### src/rtl/hkfe_ram.sv
`timescale 1ns / 1ps
// Generic single-write, single-read RAM with a registered read port.
// Depends on nothing.
module hkfe_ram #(
  parameter int WIDTH = 32,
  parameter int DEPTH = 64
) (
  input  logic                     clk_i,
  input  logic                     we_i,
  input  logic [$clog2(DEPTH)-1:0] waddr_i,
  input  logic [WIDTH-1:0]         wdata_i,
  input  logic [$clog2(DEPTH)-1:0] raddr_i,
  output logic [WIDTH-1:0]         rdata_o
);

  logic [WIDTH-1:0] mem_q [DEPTH];
  logic [WIDTH-1:0] rdata_q;

  // Write port and registered read port.
  always_ff @(posedge clk_i) begin
    if (we_i) begin
      mem_q[waddr_i] <= wdata_i;
    end
    rdata_q <= mem_q[raddr_i];
  end

  assign rdata_o = rdata_q;

endmodule

### config.mk
export PLATFORM = sky130hd
export DESIGN_NAME = hkfe_ram
export DESIGN_NICKNAME = d
export VERILOG_FILES = /design/src/rtl/hkfe_ram.sv
export SDC_FILE = /design/constraint.sdc
export NUM_CORES = 2
export LEC_CHECK = 0
export BUFFER_PORTS_ARGS = -buffer_cell sky130_fd_sc_hd__buf_2
export CAP_MARGIN = 20
export CORE_ASPECT_RATIO = 0.8
export CORE_MARGIN = 3
export CORE_UTILIZATION = 33
export DETAILED_ROUTE_END_ITERATION = 12
export PLACE_DENSITY = 0.51
export REMOVE_ABC_BUFFERS = 1
export SLEW_MARGIN = 20
export SYNTH_ARGS = -nofsm -noshare
export SYNTH_HDL_FRONTEND = slang
export SYNTH_SLANG_ARGS = --single-unit
### constraint.sdc
create_clock -name clk_i -period 3.85 [get_ports clk_i]
set_clock_uncertainty 0.2 [all_clocks]
set_input_delay 0.5775 -clock clk_i [delete_from_list [all_inputs] [get_ports clk_i]]
set_output_delay 0.5775 -clock clk_i [all_outputs]
set_load 0.005 [all_outputs]
==> impl_results.md <==
* Post-layout min period at around 2.8 ns
* Share of synthesized flip-flops with an asynchronous set or reset at 0
* Crit end category: flip-flop
* FF+latch count, synth at roughly 2100
* Antenna Violating Nets Remaining at 0
* TritonCTS clock tree: built
* Reg2Reg Capture Point: rdata_o[11]
* H-tree depth reported by CTS at 4
* Max_slew headroom at 0.252
* Hold Path End: mem_q[25][10]
* Worst min path class: primary input to flip-flop
* # nets final at 3760
* Share of cells above drive strength 1 at 0.326
* Largest net degree at the start of global routing at 65
* WL per Instance at 31.6 um
* WHS Path Cells at 1
* Final Worst Setup Slack at 1.09 ns
* CP Launch Type: primary input
* Post-synth cell types at 34
* Vias per std cell at between 5 and 6
* Setup bufs post-CTS at 0
* Detail Placement HPWL at 129000 um
* Total Wirelength at around 220000 um
* Arr. time, crit path at between 3 and 4 ns
* Dominant cell type by area after synthesis: edfxtp_1
* WHS at 0.0603 ns
* Final setup viols at 0
* Synth top cells by count: edfxtp_1 (2048), mux4_2 (544), nor2_1 (137)
* # IOs at 78
* Syn Std Cell Area at 78500 um^2
* Area growth syn-to-layout at 17.3%
* First-pass GRT wire length at roughly 300000 um
* Share of the synthesized area in the top cell type at 0.783
* Final Max Slew Viols at 0
* Placeable Area at roughly 240000 um^2
* Max Cap Viol at 0
* CTS buffer count at ~210
* Final period util at 0.717
* Dominant cell by count in the synthesized netlist: edfxtp_1
* Post-synth EDFFs at 2048
* Status: completed
* Cell Pwr Density at 517 nW/um^2
* DRC violations left at 0
* Crit Path Category: primary input to flip-flop
* R2R setup slack at 1.42 ns
* Vias in the first global route at roughly 38000
* CTS root buf: clkbuf_16
* Fill count at around 21000
* Final weighted congestion in routability-driven placement at slightly below 0.8
* Setup TNS at 0 ns
* Grt ovf at 0
* CTS sink count at roughly 2100
* Worst VDD drop at about 0.43 mV
* Mean Syn Cell Area at between 20 and 25 um^2
* Initial antenna violation count at 29
* Reg-to-Reg Start: mem_q[39][11]
* Pre-CTS worst setup slack at about 0.14 ns
* Synth area leaders: edfxtp_1 (78%), mux4_2 (16%), mux2i_1 (1.2%), dfxtp_1 (0.82%), o22ai_1 (0.67%)
* Max Freq at 0.362 GHz
* Design area at 92100 um^2
* Clock transition at path regs at approximately 0.06 ns
* Hold Crit Start: wdata_i[10]
* Synthesized instance count at about 3300
* Fin. Hold Viols at 0
* 1st-pass router iterations at 5
* Initial Util at 0.333
* Number of port buffers at slightly below 80
* Ys flop type: edfxtp_1
* Die ar. at 244000 um^2
* Die height at 442 um
* CP Max Fanout at 38
* Synthesis warning total at 0
* Chip Width at about 550 um
* Placed cell area at about 85000 um^2
* Vias at 37700
* # rows at around 160
* Slew @ Worst Pin at between 1 and 1.5 ns
* Clk Latency, worst-skew pair at approximately 0.84 ns
* Seq/Total Area, Yosys at 0.791
* DRT iter0 DRCs at approximately 4700
* Worst Path Required at about 4.4 ns
* Unrepaired setup endpoints after global routing: false
* Total GRT Usage at 0.181
* CTS Buffer Depth at 3
* Leak at approximately 29 nW
* Reg2reg path depth at 6
[final cells by class]
class / instances / area (um^2) / area share
flip-flops and latches: 2080 / 62100 / 0.675
multi-input cells: 1062 / 16000 / 0.173
clock buffers: 262 / 5520 / 0.0600
well taps: 3139 / 3930 / 0.0427
repair buffers: 363 / 3330 / 0.0362
clock inverters: 123 / 1130 / 0.0122
diodes: 18 / 45.0 / 0.000489
[stage by stage]
stage               cells  power [mW]   util
global placement     6641        28.3  0.362
floorplan            3142        26.5      -
global route         7035        49.1  0.390
detailed placement   6641        28.3  0.362
finish               7047        47.6  0.391
CTS                  7027        48.0  0.390
[metal layers]
metal  global-route usage  wire [um]  vias to the layer above
li1                     -          -                    15100
met1                0.277     101000                    20800
met2                0.269     100000                     1471
met3               0.0318      16200                      279
met4               0.0421       5060                        6
met5                    0         28                        -
[how the worst max path moves through the flow]
stage	start	end	slack, ns	cells after the start
floorplan	we_i	mem_q[48][0]	0.06	3
global placement	raddr_i[0]	rdata_o[15]	0.15	10
detailed placement	raddr_i[1]	rdata_o[0]	0.14	7
CTS	raddr_i[1]	rdata_o[0]	1.07	7
global route	raddr_i[0]	rdata_o[15]	1.08	10
finish	raddr_i[1]	rdata_o[0]	1.09	7
[sequential cells by signal, indices dropped and copies added (netlist names)]
signal	cells
mem_q	2048
rdata_o	32
[kinds of logic after synthesis]
group / count (synthesis) / synth area share
flops: 2080 / 0.791
compound gates: 202 / 0.0167
mux: 637 / 0.168
buf+inv: 182 / 0.0113
simple gates: 223 / 0.0127
[power breakdown]
part	internal, mW	switching (mW)	leakage, nW
combinational	0.978	1.65	6.63
clock	11.1	8.66	3.24
sequential	25.1	0.0946	18.7
total	37.2	10.4	28.6
[timing repair]
item,4_1_cts,5_1_grt
hold buffers,1,1
gates resized for setup,0,0
hold endpoints to repair,9,15
[critical path, stage by stage]
cell and delay [ns]:
buf_8 0.35, buf_12 0.31, buf_4 0.33, mux4_2 0.35, mux4_2 0.57, o22ai_1 0.52, nor2_1 0.10
[cells in the final DEF (no fill, tap or decap), drive strengths merged, types with 7 or more instances in the layout]
cell type	instances
clkbuf	262
o22ai	84
dfxtp	32
buf	361
clkinv	98
edfxtp	2048
diode	18
clkinvlp	7
nor2b	15
a21oi	62
a311oi	8
bufinv	14
nand2b	8
nor3	7
nor2	137
a22oi	12
mux2i	93
mux4	544
o221ai	27
nand2	26
(Power assumes the default switching activity.)
