$ cat src/rtl/hkfe_pkg.sv
`timescale 1ns / 1ps
// Shared constants for the Hermite keyframe evaluator.
// No dependencies; the top level and hkfe_div import this package.
package hkfe_pkg;

  localparam int MAX_KEYS  = 64;
  localparam int KEY_AW    = $clog2(MAX_KEYS);
  localparam int FRAC_BITS = 16;
  localparam int UFRAC     = 30;

  // One table entry holds frame, value and slope side by side.
  localparam int ENTRY_W   = 96;

  // Divider operand and quotient widths.
  localparam int DIV_W     = 33;
  localparam int QUO_W     = UFRAC + 1;

  // Configuration register indexes.
  localparam logic [1:0] REG_KEY_COUNT = 2'd0;
  localparam logic [1:0] REG_OUT_MODE  = 2'd1;
  localparam logic [1:0] REG_MATCH_TOL = 2'd2;

  // Output formats.
  localparam logic [1:0] MODE_RAW   = 2'd0;
  localparam logic [1:0] MODE_BYTE  = 2'd1;
  localparam logic [1:0] MODE_COLOR = 2'd2;

  // Transaction kinds.
  localparam logic KIND_LOAD = 1'b0;
  localparam logic KIND_EVAL = 1'b1;

endpackage

$ cat src/rtl/hkfe_div.sv
`timescale 1ns / 1ps
// Restoring divider producing floor(t * 2^30 / d) for 0 < t <= d.
// Depends on hkfe_pkg; one quotient bit per cycle.
module hkfe_div (
  input  logic                      clk_i,
  input  logic                      rst_ni,
  input  logic                      start_i,
  input  logic [hkfe_pkg::DIV_W-1:0] num_i,
  input  logic [hkfe_pkg::DIV_W-1:0] den_i,
  output logic                      done_o,
  output logic [hkfe_pkg::QUO_W-1:0] quo_o
);
  import hkfe_pkg::*;

  localparam int CNT_W = $clog2(UFRAC + 1);

  logic              run_q, run_d;
  logic              done_q, done_d;
  logic [CNT_W-1:0]  cnt_q, cnt_d;
  logic [DIV_W-1:0]  rem_q, rem_d;
  logic [DIV_W-1:0]  den_q, den_d;
  logic [QUO_W-1:0]  quo_q, quo_d;
  logic [DIV_W:0]    shifted;
  logic              fits;

  // Load the operands on start; otherwise one restoring step: shift the remainder and try to subtract.
  always_comb begin
    shifted = {rem_q, 1'b0};
    fits    = shifted >= {1'b0, den_q};
    run_d   = run_q;
    done_d  = 1'b0;
    cnt_d   = cnt_q;
    rem_d   = rem_q;
    den_d   = den_q;
    quo_d   = quo_q;
    if (start_i) begin
      run_d = 1'b1;
      cnt_d = '0;
      den_d = den_i;
      if (num_i >= den_i) begin
        rem_d = num_i - den_i;
        quo_d = QUO_W'(1);
      end else begin
        rem_d = num_i;
        quo_d = '0;
      end
    end else if (run_q) begin
      rem_d = fits ? DIV_W'(shifted - {1'b0, den_q}) : shifted[DIV_W-1:0];
      quo_d = {quo_q[QUO_W-2:0], fits};
      cnt_d = cnt_q + CNT_W'(1);
      if (cnt_q == CNT_W'(UFRAC - 1)) begin
        run_d  = 1'b0;
        done_d = 1'b1;
      end
    end
  end

  // Control state.
  always_ff @(posedge clk_i or negedge rst_ni) begin
    if (!rst_ni) begin
      run_q  <= 1'b0;
      done_q <= 1'b0;
      cnt_q  <= '0;
    end else begin
      run_q  <= run_d;
      done_q <= done_d;
      cnt_q  <= cnt_d;
    end
  end

  // Datapath registers.
  always_ff @(posedge clk_i) begin
    rem_q <= rem_d;
    den_q <= den_d;
    quo_q <= quo_d;
  end

  assign done_o = done_q;
  assign quo_o  = quo_q;

endmodule
$ cat config.mk
export PLATFORM = sky130hd
export DESIGN_NAME = hkfe_div
export DESIGN_NICKNAME = d
export VERILOG_FILES = /design/src/rtl/hkfe_pkg.sv /design/src/rtl/hkfe_div.sv
export SDC_FILE = /design/constraint.sdc
export NUM_CORES = 1
export LEC_CHECK = 0
export BUFFER_PORTS_ARGS = -buffer_cell sky130_fd_sc_hd__clkbuf_2
export CAP_MARGIN = 20
export CORE_ASPECT_RATIO = 1.5
export CORE_MARGIN = 5
export CORE_UTILIZATION = 54
export DETAILED_ROUTE_END_ITERATION = 16
export GPL_ROUTABILITY_DRIVEN = 0
export GPL_TIMING_DRIVEN = 1
export PLACE_DENSITY = 0.78
export SLEW_MARGIN = 20
export SYNTH_ARGS = -nofsm -noshare
export SYNTH_HDL_FRONTEND = slang
export SYNTH_SLANG_ARGS = --single-unit
export TNS_END_PERCENT = 20
$ cat constraint.sdc
create_clock -name clk_i -period 2.9 [get_ports clk_i]
set_input_delay 0.29 -clock clk_i [delete_from_list [all_inputs] [get_ports clk_i]]
set_output_delay 0.29 -clock clk_i [all_outputs]
set_load 0.01 [all_outputs]
==> results.toml, run 1 <==
[worst_setup_path]
path_cells = "fa_2, and2b_1, o31a_1, o31ai_4, o31ai_4, a21oi_2, o211ai_2, nand2_4, buf_12, buf_12, a21oi_2, o21ai_1, and2_1"
arrival_ns = 3.22
critical_path_required_ns = 3.00
crit_fanout = 9
r2r_setup_slack_ns = -0.21
slowest_delay_ns = 0.48
cp-start-kind = "flip-flop"
criticalPathCategory = "reg2reg"
critical-path-slowest-cell = "edfxtp_1"
end_kind = "flip-flop"

[routing]
routed_wirelength_um = 23200
vias = 7756
drtIter0Drc = 635
route.detailed.drc = 0
drtAntennaViolNets = 0
post_drt_via_cell_ratio = 5.83
drt_pre_antenna_iters = 5
wl_per_cell_um = 17.5

[run_status]
violations = "negative setup slack"
status = "complete, but fails checks"

[synth]
synth_cell_types = 68
synth_edf_count = 97
seq_area_frac_synth_pct = 37.8
postSynthAreaPerCell_um2 = 9.23
syn_inst = 886
ys_warn_count = 0
ys_ff_latch = 104
synthArstFlopShare_pct = 6.73
syn_area_mm2 = 0.00818
ys.flop_type = "edfxtp_1"
syn_nets = 1025

[placement]
placed_cells = 1307
dp_slack_ns = -0.410
portBuffers = 100
place_area_mm2 = 0.00996
hpwlAfterDp_um = 17400

[die]
coreArea_mm2 = 0.0150
start_util_pct = 54.5
fp.dieArea_mm2 = 0.0178
rows = 55
ios = 101
die_x_um = 110
dieHeight_um = 161

[clock_tree]
cts_tree = "yes"
clock_sinks = 104
clock_latency_ns = 0.35
cts-buffers-inserted = 9
clk_path_buf_depth = 2
clockRootBuffer = "clkbuf_16"
h-tree-depth = 3
cts.clk_slew.worst_paths_ns = 0.07

[global_routing]
grt_pass1_vias = 7660
gr-total-overflow = 0
antenna_found_initial = 0
grt_max_degree = 38
grt_pass1_wl_um = 36900
grt_use_total_pct = 24.9

[sta]
finalSetupViolations = 33
hold_viol = 0
setup_slack_ns = -0.215
slew_headroom_pct = 66.9
skew_ns = 0.00877
fin_crit_ns = 3.11
worst_slew_pin_slew_ns = 0.491
slew_viol_final = 0
max_freq_mhz = 321
finalCritPeriodShare_pct = 107
rsz0062_at_grt = "yes"

[layout]
n_antenna_cell = 0
n_fill_cell = 1120
nNetsFinal = 1266
drive_gt1_share_pct = 29.5
mostFrequentLayoutCells = "154 x buf_4, 99 x clkbuf_2, 97 x edfxtp_1"
stdcell_area_mm2 = 0.0106
final_common_cell = "buf_4"
area_growth_pct = 29.7
layoutNonFillerInstCount = 1331
postLayoutCoreUtil_pct = 70.7

[power_and_ir_drop]
p_leak_nw = 4.93
finalPower_mw = 9.45
powerDensity_mw_per_mm2 = 891
peakVddDrop_v = 0.000399

[flow_run]
cap_violations = 0

[worst_hold_path]
holdCritPathClass = "in2reg"
power breakdown:
| group | leakage, nW | total, mW | switching, mW | internal, mW |
|---|---|---|---|---|
| registers | 1.14 | 2.27 | 0.221 | 2.04 |
| clock network | 0.143 | 1.23 | 0.562 | 0.670 |
| logic | 3.65 | 5.95 | 3.18 | 2.77 |
| total | 4.93 | 9.45 | 3.96 | 5.49 |
final timing paths:
check,start,end,cells after the start
min in group asynchronous,rst_ni,run_q,2
max reg2reg,den_q[0],rem_q[28],13
min reg2reg,cnt_q[4],cnt_q[4],2
max in group asynchronous,rst_ni,cnt_q[1],2
min,den_i[7],den_q[7],1
max,den_q[0],rem_q[28],13
layer usage:
layer	track usage [%]	up-vias	routed length, um	share of wire (%)
met1	29.7	3645	9040	39
met4	11.9	0	1120	4.8
met3	3.84	79	1400	6.0
li1	-	3700	-	-
met5	0	-	0	0
met2	43.6	332	11700	50
cell usage after synthesis (all sizes together), types with 10 or more instances:
cell type / number / area [um2]
inv: 81 / 304
xnor2: 24 / 210
xor2: 34 / 298
o21a: 12 / 90.1
nand3: 19 / 95.1
mux2i: 12 / 120
nand2: 54 / 205
nand4: 14 / 87.6
buf: 14 / 96.3
clkbuf: 17 / 63.8
o211ai: 15 / 118
a211oi: 30 / 235
ha: 68 / 851
a21oi: 95 / 479
nor2b: 39 / 244
o21ai: 45 / 225
and3: 10 / 62.6
a21o: 26 / 195
nor2: 75 / 284
edfxtp: 97 / 2910
cell families (layout without fill, tap and decap cells):
family                   Yosys count  in the layout  synth area share (%)
AO/OA/AOI/OAI                    273            273                  22.3
flip-flops                       104            104                  37.8
adder cells (fa/ha/maj)           70             70                  10.9
XOR/XNOR                          58             58                  6.21
multiplexers                      13             13                  1.61
buffers and inverters            112            358                  5.68
AND/OR/NAND/NOR                  256            256                  15.6
area by class of cell:
| type | instances | area [um2] | area share (%) |
|---|---|---|---|
| clock buffers | 11 | 264 | 2.49 |
| clock inverters | 5 | 45.0 | 0.425 |
| inverters | 81 | 304 | 2.87 |
| multi-input cells | 670 | 4850 | 45.7 |
| flip-flops and latches | 104 | 3090 | 29.1 |
| well taps | 199 | 249 | 2.35 |
| repair buffers | 261 | 1810 | 17.0 |
worst max-delay path: cells and delay by family, from the launching register on:
kind	cells	cell delay [ns]
AO/OA/AOI/OAI	7	1.17
adder cells (fa/ha/maj)	1	0.40
buffers and inverters	2	0.31
flip-flops	1	0.48
AND/OR/NAND/NOR	3	0.51
timing repair:
action	4_1_cts	5_1_grt
hold buffers	1	0
pin swaps	6	10
resized for setup	19	26
setup buffers	0	4
setup endpoints to repair	30	34
hold endpoints to repair	7	0
gates cloned	0	3
metrics by stage:
step	setup TNS (ns)	hold WS, ns
floorplan	0	-0.00559
global placement	-2.92	0.132
detailed placement	-5.63	0.137
CTS	-0.938	0.123
global route	-8.40	0.118
finish	-3.80	0.129
state kept, by name (all words and copies together) (netlist names):
signal  count
quo_o      31
run_q       1
done_o      1
cnt_q       5
rem_q      33
den_q      33
Note: power is estimated with default switching activity, not from simulation.
==> run 2: changes to the inputs <==
- CORE_UTILIZATION: 54 -> 50
- PLACE_DENSITY: 0.78 -> unset
- PLACE_DENSITY_LB_ADDON: unset -> 0.12
==> results.toml, run 2 (synthesis gave the netlist of run 1 again) <==
[run_status]
status = "complete, but fails checks"
violations = "negative setup slack"

[flow_run]
cap_violations = 0

[layout]
mostFrequentLayoutCells = "142 x buf_4, 99 x clkbuf_2, 97 x edfxtp_1"
n_fill_cell = 1420
n_antenna_cell = 0
multi_input_area_mm2 = 0.00489
nNetsFinal = 1261
drive_gt1_share_pct = 29.9
area_growth_pct = 30.5
register_area_mm2 = 0.00309
final_common_cell = "buf_4"
stdcell_area_mm2 = 0.0107
layoutNonFillerInstCount = 1333
postLayoutCoreUtil_pct = 66.2

[die]
rows = 57
dieHeight_um = 167
coreArea_mm2 = 0.0161
start_util_pct = 50.7
fp.dieArea_mm2 = 0.0191
ios = 101
die_x_um = 114

[sta]
rsz0062_at_grt = "yes"
whs_ns = 0.139
setup_slack_ns = -0.124
worst_slew_pin_slew_ns = 0.562
skew_ns = 0.0141
slew_headroom_pct = 62.6
max_freq_mhz = 331
finalCritPeriodShare_pct = 104
fin_crit_ns = 3.02
hold_viol = 0
finalSetupViolations = 28
slew_viol_final = 0
setup_tns_ns = -1.82

[worst_setup_path]
end_kind = "flip-flop"
reg2reg_depth = 14
path_cells = "inv_2, fa_2, and2b_1, o31a_1, o31ai_4, o31ai_4, buf_4, buf_4, a31oi_4, o21bai_1, a21oi_2, xor2_1, o21ai_1, o21a_1"
criticalPathCategory = "reg2reg"
crit_fanout = 3
slowest_delay_ns = 0.43
critical_path_required_ns = 3.01
arrival_ns = 3.13
cp-start-kind = "flip-flop"
cp_top_family = "compound AO/OA/AOI/OAI gates"
critical_path_buf_inv_count = 3
critical-path-slowest-cell = "edfxtp_1"
crit_cells = 14

[placement]
portBuffers = 100
place_area_mm2 = 0.00987
hpwlAfterDp_um = 17200
placed_cells = 1301

[global_routing]
grt_use_total_pct = 24.1
grt_pass1_wl_um = 37200
antenna_found_initial = 0
grt_max_degree = 44
grt_pass1_vias = 7499
gr-total-overflow = 0

[worst_hold_path]
hold_depth = 1
holdCritPathClass = "in2reg"

[clock_tree]
clockRootBuffer = "clkbuf_16"
h-tree-depth = 3
clock_latency_ns = 0.35
cts.clk_slew.worst_paths_ns = 0.07
cts-buffers-inserted = 9
clk_path_buf_depth = 2
clock_sinks = 104
cts_tree = "yes"

[power_and_ir_drop]
p_leak_nw = 4.93
peakVddDrop_v = 0.000514
powerDensity_mw_per_mm2 = 917

[routing]
drtIter0Drc = 419
route.detailed.drc = 0
wl_per_cell_um = 17.3
post_drt_via_cell_ratio = 5.63
routed_wirelength_um = 23000
drtAntennaViolNets = 0
vias = 7507
drt_pre_antenna_iters = 5
run 2: what timing repair did:
item	4_1_cts	5_1_grt
pin swaps	31	20
endpoints found under the setup margin	31	34
hold buffers	1	0
cloned	4	0
hold endpoints to repair	7	0
resized for setup	50	15
setup buffers	7	4
run 2: metal layers:
layer  track usage (%)  share of wire [%]  up-vias  wire length [um]
met5                 0                  0        -                 0
met4              9.56                4.0        0               917
met3              2.25                4.3       70               997
met2              41.3                 48      258             11100
met1              30.9                 43     3499              9970
li1                  -                  -     3680                 -
run 2: through the flow:
stage	total power, mW	setup slack, ns
2_1_floorplan	5.47	0.0236
3_3_place_gp	7.08	-0.264
3_5_place_dp	7.10	-0.311
4_1_cts	9.48	-0.165
5_1_grt	10.4	-0.284
6_report	9.78	-0.124
run 2: cell type report:
cell class / count / area share, %
multi-input combinational: 670 / 45.9
sequential: 104 / 28.9
timing repair buffer: 256 / 17.2
inverter: 81 / 2.85
tap: 206 / 2.42
clock buffer: 11 / 2.18
clock inverter: 5 / 0.516
run 2: worst paths after layout:
check                              start         to  slack [ns]
worst min-delay path            den_i[4]   den_q[4]        0.14
worst max-delay path            rem_q[0]  rem_q[16]       -0.12
max in group asynchronous         rst_ni   cnt_q[4]        2.40
min in group asynchronous         rst_ni   cnt_q[1]        0.33
worst min register to register  cnt_q[4]   cnt_q[4]        0.56
worst max register to register  rem_q[0]  rem_q[16]       -0.12
run 2: power by group:
| part | switching (mW) | internal (mW) |
|---|---|---|
| clock | 0.513 | 0.668 |
| sequential | 0.210 | 2.05 |
| combinational | 3.32 | 3.02 |
run 2: worst reg2reg max path, stage by stage, from the launching register on:
cell and delay (ns):
edfxtp_1 0.43, inv_2 0.09, fa_2 0.21, and2b_1 0.19, o31a_1 0.30, o31ai_4 0.28, o31ai_4 0.10, buf_4 0.17
buf_4 0.14, a31oi_4 0.19, o21bai_1 0.11, a21oi_2 0.16, xor2_1 0.17, o21ai_1 0.08, o21a_1 0.16
